<file path="src/sv/bpa_pkg.sv">
// Shared types, constants and microprogram of the buddy page allocator.
// Used by bpa_seq, bpa_dp and buddy_page_allocator; depends on nothing else.
`default_nettype none

package bpa_pkg;

  localparam int unsigned MAX_PAGES_DEF = 256;
  localparam int unsigned FIELD_W       = 9;
  localparam int unsigned OFFSET_W      = 8;
  // Requests are not capped by the tree: they may round up past the root
  localparam int unsigned REQ_CAP       = 9;
  localparam logic [FIELD_W-1:0] MANAGED_RESET = 9'd256;

  localparam logic ST_OK   = 1'b0;
  localparam logic ST_FAIL = 1'b1;

  // Step addresses of the microprogram
  typedef logic [3:0] step_t;
  localparam step_t P_IDLE = 4'd0;
  localparam step_t P_ROOT = 4'd1;
  localparam step_t P_DESC = 4'd2;
  localparam step_t P_PICK = 4'd3;
  localparam step_t P_MARK = 4'd4;
  localparam step_t P_UPRD = 4'd5;
  localparam step_t P_UPWR = 4'd6;
  localparam step_t P_DONE = 4'd7;
  localparam step_t P_FAIL = 4'd8;
  localparam step_t P_CLR  = 4'd9;

  typedef enum logic [1:0] {RD_NONE, RD_ROOT, RD_LEFT, RD_SIB} rd_op_t;
  typedef enum logic [1:0] {WR_NONE, WR_ZERO, WR_MAX, WR_CLR} wr_op_t;
  typedef enum logic [2:0] {
    C_ALWAYS, C_ACCEPT, C_ROOT_LT, C_SIZE_EQ, C_IDX_ZERO, C_OUT_FREE, C_CLR_LAST
  } cond_t;

  typedef struct packed {
    rd_op_t rd;
    wr_op_t wr;
    logic   init;     // idx to root, size to total, offset to zero
    logic   ld_req;   // latch request size code (on taken jump)
    logic   pick;     // step one level down
    logic   up;       // step to parent
    logic   out_ok;   // load success result (on taken jump)
    logic   out_fail; // load failure result (on taken jump)
    cond_t  cond;
    step_t  jt;
    step_t  jf;
  } ctl_t;

  typedef struct packed {
    ctl_t ctl;
    logic take;
  } seq_out_t;

  typedef struct packed {
    logic root_lt;
    logic size_eq;
    logic idx_zero;
    logic clr_last;
    logic out_free;
  } dp_flags_t;

  // Size code of a page count: 0 means nothing free, k+1 means 2**k pages.
  // Zero counts as one page; the exponent saturates at cap.
  function automatic int unsigned pages_code(logic [FIELD_W-1:0] m, int unsigned cap);
    int unsigned e;
    e = 0;
    for (int k = 0; k < FIELD_W; k++) begin
      if ((32'd1 << k) < {{(32-FIELD_W){1'b0}}, m}) begin
        e = e + 1;
      end
    end
    if (e > cap) begin
      e = cap;
    end
    return e + 1;
  endfunction

  // Control store
  function automatic ctl_t ucode(step_t s);
    ctl_t c;
    c = '0;
    case (s)
      P_IDLE: begin
        c.rd = RD_ROOT; c.init = 1'b1; c.ld_req = 1'b1;
        c.cond = C_ACCEPT; c.jt = P_ROOT; c.jf = P_IDLE;
      end
      P_ROOT: begin
        c.cond = C_ROOT_LT; c.jt = P_FAIL; c.jf = P_DESC;
      end
      P_DESC: begin
        c.rd = RD_LEFT;
        c.cond = C_SIZE_EQ; c.jt = P_MARK; c.jf = P_PICK;
      end
      P_PICK: begin
        c.pick = 1'b1;
        c.cond = C_ALWAYS; c.jt = P_DESC; c.jf = P_DESC;
      end
      P_MARK: begin
        c.wr = WR_ZERO;
        c.cond = C_IDX_ZERO; c.jt = P_DONE; c.jf = P_UPRD;
      end
      P_UPRD: begin
        c.rd = RD_SIB; c.up = 1'b1;
        c.cond = C_ALWAYS; c.jt = P_UPWR; c.jf = P_UPWR;
      end
      P_UPWR: begin
        c.wr = WR_MAX;
        c.cond = C_IDX_ZERO; c.jt = P_DONE; c.jf = P_UPRD;
      end
      P_DONE: begin
        c.out_ok = 1'b1;
        c.cond = C_OUT_FREE; c.jt = P_IDLE; c.jf = P_DONE;
      end
      P_FAIL: begin
        c.out_fail = 1'b1;
        c.cond = C_OUT_FREE; c.jt = P_IDLE; c.jf = P_FAIL;
      end
      P_CLR: begin
        c.wr = WR_CLR;
        c.cond = C_CLR_LAST; c.jt = P_IDLE; c.jf = P_CLR;
      end
      default: begin
        c.cond = C_ALWAYS; c.jt = P_IDLE; c.jf = P_IDLE;
      end
    endcase
    return c;
  endfunction

endpackage

`default_nettype wire

</file>
<file path="src/sv/buddy_page_allocator.sv">
// Top level of the binary buddy page allocator: sequencer plus datapath.
// Depends on bpa_pkg, bpa_seq, bpa_dp and bpa_ram.
//
//   channel  handshake            payload
//   req      req_valid/req_ready  request_pages[8:0]
//   rsp      rsp_valid/rsp_ready  status, page_offset[7:0]
//   cfg      cfg_we               managed_pages[8:0]
//
// A request goes from accept to result through the root check, then per tree level
// going down a left child read and a choice, a mark of the node it reaches, and per
// level back up a sibling read and a max write, on the read and write ports of the
// one tree RAM. A request that does not fit returns straight from the root check.
// Reset and every cfg beat rebuild the whole tree with req_ready low. A finished
// result waits in the output register; the next beat is taken meanwhile.
`default_nettype none

module buddy_page_allocator #(
  parameter int unsigned MAX_PAGES = bpa_pkg::MAX_PAGES_DEF
) (
  input  wire logic                        clk,
  input  wire logic                        rst,
  input  wire logic                        cfg_we,
  input  wire logic [bpa_pkg::FIELD_W-1:0] managed_pages,
  input  wire logic                        req_valid,
  output logic                             req_ready,
  input  wire logic [bpa_pkg::FIELD_W-1:0] request_pages,
  output logic                             rsp_valid,
  input  wire logic                        rsp_ready,
  output logic                             status,
  output logic [bpa_pkg::OFFSET_W-1:0]     page_offset
);

  bpa_pkg::seq_out_t  seq;
  bpa_pkg::dp_flags_t flags;
  bpa_pkg::step_t     step;

  bpa_seq u_seq (
    .clk       (clk),
    .rst       (rst),
    .cfg_we    (cfg_we),
    .req_valid (req_valid),
    .req_ready (req_ready),
    .flags     (flags),
    .seq       (seq),
    .step      (step)
  );

  bpa_dp #(
    .MAX_PAGES (MAX_PAGES)
  ) u_dp (
    .clk           (clk),
    .rst           (rst),
    .cfg_we        (cfg_we),
    .managed_pages (managed_pages),
    .request_pages (request_pages),
    .seq           (seq),
    .flags         (flags),
    .rsp_ready     (rsp_ready),
    .rsp_valid     (rsp_valid),
    .status        (status),
    .page_offset   (page_offset)
  );

`ifndef ASSERT_OFF
  a_rebuild_blocks: assert property (@(posedge clk) disable iff (rst)
    cfg_we |=> !req_ready)
    else $error("request taken during tree rebuild");

  a_accept_root: assert property (@(posedge clk) disable iff (rst)
    req_valid && req_ready |=> step == bpa_pkg::P_ROOT)
    else $error("accepted beat did not start the root check");

  a_rsp_source: assert property (@(posedge clk) disable iff (rst)
    $rose(rsp_valid) |-> $past(step) == bpa_pkg::P_DONE || $past(step) == bpa_pkg::P_FAIL)
    else $error("result raised outside a result step");

  a_fail_offset: assert property (@(posedge clk) disable iff (rst)
    rsp_valid && status == bpa_pkg::ST_FAIL |-> page_offset == '0)
    else $error("failed request with non-zero offset");
`endif

endmodule

`default_nettype wire

</file>
<file path="src/sv/bpa_ram.sv">
// Generic single-write, single-read RAM with registered read data.
// Standalone; no package needed.
`default_nettype none

module bpa_ram #(
  parameter int unsigned WIDTH = 4,
  parameter int unsigned DEPTH = 512
) (
  input  wire logic                     clk,
  input  wire logic                     we,
  input  wire logic [$clog2(DEPTH)-1:0] waddr,
  input  wire logic [WIDTH-1:0]         wdata,
  input  wire logic [$clog2(DEPTH)-1:0] raddr,
  output logic      [WIDTH-1:0]         rdata
);

  logic [WIDTH-1:0] mem [DEPTH];

  always_ff @(posedge clk) begin
    if (we) begin
      mem[waddr] <= wdata;
    end
    rdata <= mem[raddr];
  end

endmodule

`default_nettype wire

</file>
<file path="src/sv/bpa_seq.sv">
// Microcode sequencer: step counter, control store lookup and branch logic.
// Depends on bpa_pkg.
`default_nettype none

module bpa_seq (
  input  wire logic                clk,
  input  wire logic                rst,
  input  wire logic                cfg_we,
  input  wire logic                req_valid,
  output logic                     req_ready,
  input  wire bpa_pkg::dp_flags_t  flags,
  output bpa_pkg::seq_out_t        seq,
  output bpa_pkg::step_t           step
);

  bpa_pkg::ctl_t ctl;
  logic          cond_true;

  assign ctl       = bpa_pkg::ucode(step);
  // Hold off a beat that coincides with a rebuild request
  assign req_ready = (step == bpa_pkg::P_IDLE) && !cfg_we;

  always_comb begin
    case (ctl.cond)
      bpa_pkg::C_ALWAYS:   cond_true = 1'b1;
      bpa_pkg::C_ACCEPT:   cond_true = req_valid && req_ready;
      bpa_pkg::C_ROOT_LT:  cond_true = flags.root_lt;
      bpa_pkg::C_SIZE_EQ:  cond_true = flags.size_eq;
      bpa_pkg::C_IDX_ZERO: cond_true = flags.idx_zero;
      bpa_pkg::C_OUT_FREE: cond_true = flags.out_free;
      bpa_pkg::C_CLR_LAST: cond_true = flags.clr_last;
      default:             cond_true = 1'b0;
    endcase
  end

  assign seq.ctl  = ctl;
  assign seq.take = cond_true;

  always_ff @(posedge clk) begin
    if (rst) begin
      step <= bpa_pkg::P_CLR;
    end else if (cfg_we) begin
      step <= bpa_pkg::P_CLR;
    end else begin
      step <= cond_true ? ctl.jt : ctl.jf;
    end
  end

endmodule

`default_nettype wire

</file>
<file path="src/sv/bpa_dp.sv">
// Datapath: tree memory, descent and update registers, rebuild counters, result register.
// Depends on bpa_pkg and bpa_ram.
`default_nettype none

module bpa_dp #(
  parameter int unsigned MAX_PAGES = bpa_pkg::MAX_PAGES_DEF
) (
  input  wire logic                            clk,
  input  wire logic                            rst,
  input  wire logic                            cfg_we,
  input  wire logic [bpa_pkg::FIELD_W-1:0]     managed_pages,
  input  wire logic [bpa_pkg::FIELD_W-1:0]     request_pages,
  input  wire bpa_pkg::seq_out_t               seq,
  output bpa_pkg::dp_flags_t                   flags,
  input  wire logic                            rsp_ready,
  output logic                                 rsp_valid,
  output logic                                 status,
  output logic [bpa_pkg::OFFSET_W-1:0]         page_offset
);

  localparam int unsigned LOG   = $clog2(MAX_PAGES);
  localparam int unsigned CW    = $clog2((LOG + 2 > 11) ? LOG + 2 : 11);
  localparam int unsigned AW    = LOG + 1;
  localparam int unsigned OW    = LOG;
  localparam int unsigned DEPTH = 2 * MAX_PAGES;

  logic [CW-1:0] tcode;     // size code of the managed total
  logic [CW-1:0] rc;        // size code of the request
  logic [AW-1:0] idx;
  logic [CW-1:0] sc;        // size code of the node at idx
  logic [OW-1:0] off;
  logic [CW-1:0] cval;      // value last written on the way up
  logic [AW-1:0] cnt;
  logic [CW-1:0] clr_code;
  logic [AW-1:0] lvl_mark;  // first node of the next tree level

  logic [AW-1:0] cnt_next;
  logic [AW-1:0] left;
  logic [AW-1:0] right;
  logic [AW-1:0] sib;
  logic [AW-1:0] parent;
  logic [CW-1:0] rdata;
  logic [CW-1:0] upmax;
  logic [OW-1:0] addend;
  logic          go_left;
  logic          we;
  logic [AW-1:0] waddr;
  logic [CW-1:0] wdata;
  logic [AW-1:0] raddr;
  logic          load_ok;
  logic          load_fail;

  assign cnt_next  = cnt + AW'(1);
  assign left      = {idx[AW-2:0], 1'b1};
  assign right     = left + AW'(1);
  assign sib       = idx[0] ? idx + AW'(1) : idx - AW'(1);
  assign parent    = AW'((idx - AW'(1)) >> 1);
  assign upmax     = (cval > rdata) ? cval : rdata;
  assign go_left   = (rdata >= rc);
  assign addend    = OW'(1) << (sc - CW'(2));
  assign load_ok   = seq.ctl.out_ok && seq.take;
  assign load_fail = seq.ctl.out_fail && seq.take;

  assign flags.root_lt  = (rdata < rc);
  assign flags.size_eq  = (sc == rc);
  assign flags.idx_zero = (idx == '0);
  assign flags.clr_last = (cnt == '1);
  assign flags.out_free = !rsp_valid || rsp_ready;

  always_comb begin
    case (seq.ctl.rd)
      bpa_pkg::RD_LEFT: raddr = left;
      bpa_pkg::RD_SIB:  raddr = sib;
      default:          raddr = '0;
    endcase
  end

  always_comb begin
    we    = 1'b1;
    waddr = idx;
    case (seq.ctl.wr)
      bpa_pkg::WR_ZERO: wdata = '0;
      bpa_pkg::WR_MAX:  wdata = upmax;
      bpa_pkg::WR_CLR: begin
        waddr = cnt;
        wdata = clr_code;
      end
      default: begin
        we    = 1'b0;
        wdata = '0;
      end
    endcase
  end

  bpa_ram #(
    .WIDTH (CW),
    .DEPTH (DEPTH)
  ) u_tree (
    .clk   (clk),
    .we    (we),
    .waddr (waddr),
    .wdata (wdata),
    .raddr (raddr),
    .rdata (rdata)
  );

  // Control and configuration state
  always_ff @(posedge clk) begin
    if (rst) begin
      tcode     <= CW'(bpa_pkg::pages_code(bpa_pkg::MANAGED_RESET, LOG));
      clr_code  <= CW'(bpa_pkg::pages_code(bpa_pkg::MANAGED_RESET, LOG));
      cnt       <= '0;
      lvl_mark  <= AW'(1);
      rsp_valid <= 1'b0;
    end else begin
      if (cfg_we) begin
        tcode    <= CW'(bpa_pkg::pages_code(managed_pages, LOG));
        clr_code <= CW'(bpa_pkg::pages_code(managed_pages, LOG));
        cnt      <= '0;
        lvl_mark <= AW'(1);
      end else if (seq.ctl.wr == bpa_pkg::WR_CLR) begin
        cnt <= cnt_next;
        // Each new level holds half the size; below the leaves it holds zero
        if (cnt_next == lvl_mark) begin
          clr_code <= (clr_code == '0) ? '0 : clr_code - CW'(1);
          lvl_mark <= {lvl_mark[AW-2:0], 1'b1};
        end
      end
      if (load_ok || load_fail) begin
        rsp_valid <= 1'b1;
      end else if (rsp_ready) begin
        rsp_valid <= 1'b0;
      end
    end
  end

  // Working and result registers
  always_ff @(posedge clk) begin
    if (seq.ctl.init) begin
      idx <= '0;
      sc  <= tcode;
      off <= '0;
    end
    if (seq.ctl.ld_req && seq.take) begin
      rc <= CW'(bpa_pkg::pages_code(request_pages, bpa_pkg::REQ_CAP));
    end
    if (seq.ctl.pick) begin
      idx <= go_left ? left : right;
      sc  <= sc - CW'(1);
      if (!go_left) begin
        off <= off + addend;
      end
    end
    if (seq.ctl.up) begin
      idx <= parent;
    end
    if (seq.ctl.wr == bpa_pkg::WR_ZERO) begin
      cval <= '0;
    end else if (seq.ctl.wr == bpa_pkg::WR_MAX) begin
      cval <= upmax;
    end
    if (load_ok) begin
      status      <= bpa_pkg::ST_OK;
      page_offset <= bpa_pkg::OFFSET_W'(off);
    end else if (load_fail) begin
      status      <= bpa_pkg::ST_FAIL;
      page_offset <= '0;
    end
  end

endmodule

`default_nettype wire
</file>
<file path="config.mk">
export PLATFORM = sky130hd
export DESIGN_NAME = buddy_page_allocator
export DESIGN_NICKNAME = d
export VERILOG_FILES = /design/src/sv/bpa_pkg.sv /design/src/sv/buddy_page_allocator.sv /design/src/sv/bpa_ram.sv /design/src/sv/bpa_seq.sv /design/src/sv/bpa_dp.sv
export SDC_FILE = /design/constraint.sdc
export NUM_CORES = 2
export LEC_CHECK = 0
export ABC_CLOCK_PERIOD_IN_PS = 66700
export BUFFER_PORTS_ARGS = -buffer_cell sky130_fd_sc_hd__buf_2
export CORE_MARGIN = 2
export CORE_UTILIZATION = 60
export CTS_CLUSTER_DIAMETER = 50
export DETAILED_ROUTE_END_ITERATION = 6
export PLACE_DENSITY_LB_ADDON = 0.2
export SYNTH_ARGS = -nofsm -noshare
export SYNTH_HDL_FRONTEND = slang
export SYNTH_SLANG_ARGS = --single-unit
</file>
<file path="constraint.sdc">
create_clock -name clk -period 66.7 [get_ports clk]
set_input_delay 6.67 -clock clk [delete_from_list [all_inputs] [get_ports clk]]
set_output_delay 6.67 -clock clk [all_outputs]
set_load 0.1 [all_outputs]
</file>
After elaboration in Yosys (flattened, before gate mapping). Memory sizes are Yosys's and may differ from the RTL's. A register that Yosys moved wholly into a read port is not among the register bits. Index checks and enable logic that the tools add are counted.

Div/mod/pow operators: 0. Reduce and logical (&&, ||, !) cells: 24. Bitwise operators: 0. $mul: 0. Equality and inequality tests: 23. Multiplexer cells: 85. Order comparisons: 23. Shifts and indexed selects: 1. Add/sub/neg operators: 26.

Operator list (count): 32-bit 2-to-1 mux (43); 32-bit by 1-bit adder with 32-bit output, second input constant (16); 11-bit one-hot mux with 9 select lines (1); 32-bit by 4-bit greater-than comparator with 1-bit output, second input constant (2); 4-bit 2-to-1 mux (13); 8-bit 2-to-1 mux (6); 9-bit 2-to-1 mux (5); 9-bit by 1-bit adder with 9-bit output, second input constant (3); 1-bit by 9-bit < comparator with 1-bit output, first input constant (2); 2-bit by 9-bit < comparator with 1-bit output, first input constant (2); 3-bit by 9-bit < comparator with 1-bit output, first input constant (2); 4-bit by 9-bit < comparator with 1-bit output, first input constant (2); 5-bit by 9-bit < comparator with 1-bit output, first input constant (2); 6-bit by 9-bit < comparator with 1-bit output, first input constant (2); 7-bit by 9-bit < comparator with 1-bit output, first input constant (2); 8-bit by 9-bit < comparator with 1-bit output, first input constant (2); 9-bit < comparator, first input constant (2); 9-bit one-hot mux with 2 select lines (1); 4-bit by 3-bit == test with 1-bit output, second input constant (4); 2-bit one-hot mux with 3 select lines (2); 1-bit 2-to-1 mux (11); 2-bit nonzero test (5); 3-bit == test, second input constant (3); 9-bit == test (1); other kinds (31) (48).

Bits in latches: 0. Register bits: 68. Output and inout bits: 11. Bits in read-only memories: 0. RAM bits: 2048. Memories kept: 1.

Memory list: u_dp.u_tree.mem (depth 512, width 4, read ports 1, clocked after Yosys merged registers in 1, write ports 1, line bpa_ram.sv:17) `logic [WIDTH-1:0] mem [DEPTH];`.

Logic depth before layout (Yosys ltp).
Depth after elaboration: 42. Mapped depth: 30. Mapped depth without buffers: 29.

By module. A second synthesis with hierarchy kept.

Cells, all modules: 5202. Area total of the unflattened synthesis: 87904.3 um^2.

By module, submodules not included: bpa_ram (cells an instance 4403, area each 81604.5 um^2, seq. area each 61579.1 um^2, instances 1); bpa_dp (cells an instance 718, area each 5731.7 um^2, seq. area each 1521.5 um^2, instances 1); bpa_seq (cells an instance 81, area each 568.0 um^2, seq. area each 80.1 um^2, instances 1).

Worst setup path before layout. OpenSTA, ideal clock, no wires.

Kind: register to register. Start point: reg u_dp.u_tree.rdata[1] (read register of u_dp.u_tree.mem). End point: mem u_dp.u_tree.mem[0][1], data pin. Path slack: 41.183 ns. Cell stages (with the launch flop): 11. Required time: 62.533 ns. Library setup time: 4.167 ns. Path buffers: 1. Arrival time: 21.350 ns. Cell sequence: dfxtp_1 -> inv_1 -> ha_1 -> nor2b_1 -> o21ai_0 -> nand2b_1 -> a21oi_1 -> a41o_1 -> clkbuf_1 -> mux2i_1 -> o21ai_0.

Longest elaborated chain between the ends: 3.

RTL lines: from (decl) (line bpa_ram.sv:14) `output logic [WIDTH-1:0] rdata`; 4-bit greater-than comparator (line bpa_dp.sv:58) `assign upmax = (cval > rdata) ? cval : rdata;`; 4-bit 2-to-1 mux * (line bpa_dp.sv:58); 4-bit one-hot mux with 2 select lines * (line bpa_dp.sv:81) `case (seq.ctl.wr)`; net u_dp.u_tree.wdata[1] (line bpa_ram.sv:12) `input wire logic [WIDTH-1:0] wdata,`; to (decl) (line bpa_ram.sv:17).

Mark *: on every way through the listed nets, which the timed path passes. The rest lies on a longest branch.

Worst setup path after layout.
Start point: in cfg_we. End point: out req_ready.

Longest elaborated chain between the ends: 2.

RTL lines: from (decl) (line buddy_page_allocator.sv:22) `input wire logic cfg_we,`; 1-bit logical NOT (line bpa_seq.sv:21) `assign req_ready = (step == bpa_pkg::P_IDLE) && !cfg_we;`; 1-bit logical AND (line bpa_seq.sv:21); to (decl) (line buddy_page_allocator.sv:25) `output logic req_ready,`.

No other way between the ends.

==> results.yml <==
detailed_routing:
  drc: 0
  viasPerCell: 6.862
  first_pass_iters: 6
  routed_wl_um: 265400
  ant_nets: 0
  routedWlPerCell_um: 30.68
  route.vias.total: 59354
  drtIter0Drc: 9446
placement:
  place_congestion: 0.9100
  hpwl_um: 149200
  dp_cells: 8264
  port_buffers: 33
clocking:
  cts_max_path_buffers: 3
  hold_buffers: 0
  h-tree-depth: 4
  cts_tree: "done"
  clkLatencyLatePin_ps: 890
  cts_sinks: 2120
  clkSlewWorstSetupHoldPaths_ps: 50
  cts_resized: 0
  cts_setup_buffers: 0
  numCtsBuffers: 207
  cts_root_buf: "clkbuf_16"
pwr:
  clkPwrFrac_pct: 41.5
  peakVddDrop_uv: 25.62
  p_sw_mw: 0.5836
  pwr-share-seq_pct: 55.4
  p_comb_share_pct: 3.1
  power_per_cell_area_nw_per_um2: 27.94
  p_int_mw: 2.127
  swShare_pct: 21.53
  cellLeakagePower_nw: 31.62
synthesis:
  synth_top_area_cell: "edfxtp_1"
  ys_seq_elements: 2120
  syn_inst: 6664
  synth.top_cell.area_share_pct: 70.03
  seq_area_frac_synth_pct: 71.12
  ys_warn_count: 0
  ys_top_cells_by_area: "edfxtp_1 (70%), nand2_1 (5.1%), nor2_1 (2.6%)"
  syn_nets: 6728
  synth_edf_count: 2072
  syn_area_per_cell_um2: 13.33
  ys_async_sr_fraction_pct: 0
  ys.flop_type: "edfxtp_1"
  ys_types: 98
  syn-cell-area_um2: 88840
critical_path:
  cp.arrival_ps: 7430
  regToRegSetupSlack_ps: 58800
  max_stage_delay_ps: 470
  r2r_cells: 15
  critPathTopFamily: "buffers and inverters"
  critPathMaxFanout: 10
  cp_num_buf_inv: 2
  cpMostUsedCell: "buf_2"
  cp-end-kind: "output port"
  crit_chain: "buf_2, nor2_1, buf_2"
  path_class: "input pin to output port"
  crit_slowest_cell: "buf_2"
  crit_cells: 3
  rr_startpoint: "u_dp.idx[0]"
  start_kind: "input pin"
  reg2reg_to: "u_dp.u_tree.rdata[1]"
  required_ps: 60030
die:
  die_area_um2: 151200
  die_w_um: 388.8
  die_h_um: 388.8
  io_pins: 34
  fp-row-count: 141
  initial_utilization_pct: 60.31
  core_area_um2: 147300
final_layout:
  n_fill_cell: 10368
  nNetsFinal: 6607
  final_cells: 8650
  drive_above_1_share_pct: 9.354
  syn_to_final_growth_pct: 9.209
  layout_commonest_cell: "edfxtp_1"
  multi_input_area_um2: 23450
  final_cell_mix: "edfxtp_1 (2072), nand2_1 (1195), nor2_1 (596)"
  final-seq-area_um2: 63180
timing:
  setup_viol: 0
  finalWorstPathRequiredPeriod_ps: 14100
  maxSlewViolCount: 0
  slew-limit-headroom_pct: 8.521
  finalClockSkew_ps: 60.55
  tns_ps: 0
  fmax_mhz: 70.93
  worst_pin_slew_ps: 1372
  finalHoldViolations: 0
  period_share_pct: 21.14
  rsz0062_at_grt: "false"
worst_hold_path:
  hp-class: "register to register"
  whs_path_depth: 1
  holdCritStartpoint: "u_dp.off[7]"
  hold_end: "u_dp.off[7]"
run:
  cap_violations: 0
global_route:
  grt_pass1_wl_um: 383500
  grt_usage_pct: 34.81
  grt_max_degree: 219
  grt_overflow: 0
  antenna_found_initial: 14
  grt_pass1_vias: 55903
outcome:
  status: "complete, no violations"
through the flow:
| stage | power, mW | area (um2) | utilization, % | hold slack, ps | setup slack [ps] |
|---|---|---|---|---|---|
| final | 2.711 | 97020 | 65.86 | 456.7 | 52600 |
| after global routing | 2.770 | 97010 | 65.86 | 475.2 | 52570 |
| after CTS | 2.711 | 97010 | 65.85 | 460.8 | 52600 |
| after detailed placement | 1.613 | 90510 | 61.44 | 453.2 | 52610 |
| after global placement | 1.610 | 90510 | 61.44 | 448.9 | 52600 |
| after floorplan | 1.644 | 88840 | - | 429.4 | 41180 |
metal layers:
layer,wire (um),GRT usage [%],part of all wire (%)
met5,271,0.8293,0.10
met4,15570,17.70,5.9
met3,36990,9.401,14
met2,117800,51.21,44
met1,94840,48.14,36
synth_stat cells (all sizes together) (16+ instances only):
cell and n:
nor4 18, a211oi 105, a2111oi 16, clkbuf 195, edfxtp 2072, a21oi 247
mux2i 102, inv 41, nor3 30, xor2 25, nand3 440, buf 297
a221oi 74, dfxtp 48, and3 172, a31oi 137, nand2 1215, a221o 16
ha 40, a32oi 27, xnor2 27, o211ai 19, o21ai 139, and2 25
a311oi 61, o22ai 16, nand4 39, mux4 90, nor2 607, a22oi 62
power groups by stage:
stage                     Clock, mW  Combinational (mW)  Sequential (mW)
final                          1.13              0.0833             1.50
after global routing           1.18              0.0899             1.50
after CTS                      1.13              0.0827             1.50
after detailed placement          0              0.0827             1.53
after global placement            0              0.0801             1.53
after floorplan                   0              0.0410             1.60
sequential cells by signal (all words and copies together) (netlist names):
signal	count
u_dp.clr_code	4
u_dp.page_offset	8
u_dp.u_tree.mem	2048
u_dp.cval	4
u_seq.step	4
u_dp.idx	9
u_dp.u_tree.rdata	4
u_dp.lvl_mark	8
u_dp.status	1
u_dp.tcode	4
u_dp.sc	4
u_dp.off	8
u_dp.rsp_valid	1
u_dp.rc	4
u_dp.cnt	9
how the worst max path moves through the flow:
stage	start	endpoint
after CTS	cfg_we	req_ready
after detailed placement	cfg_we	req_ready
after floorplan	u_dp.u_tree.rdata[1]	u_dp.u_tree.mem[0][1]
after global routing	cfg_we	req_ready
after global placement	cfg_we	req_ready
final	cfg_we	req_ready
cell families after synthesis:
| group | share of synthesized area (%) |
|---|---|
| DFF | 71.12 |
| muxes | 3.557 |
| AOI/OAI and AO/OA | 8.394 |
| and+or+nand+nor | 12.94 |
| buffers and inverters | 2.874 |
| xor gates and xnor gates | 0.5380 |
| adders and majority gates | 0.5859 |
area by class of cell:
class                   instances  area share [%]
diodes                          6         0.01547
flip-flops and latches       2120           65.12
inverters                      41          0.1612
well taps                    1930           2.489
multi-input cells            4011           24.17
repair buffers                162           1.349
clock inverters               120           1.090
clock buffers                 260           5.606
Note: power is estimated with default switching activity, not from simulation.
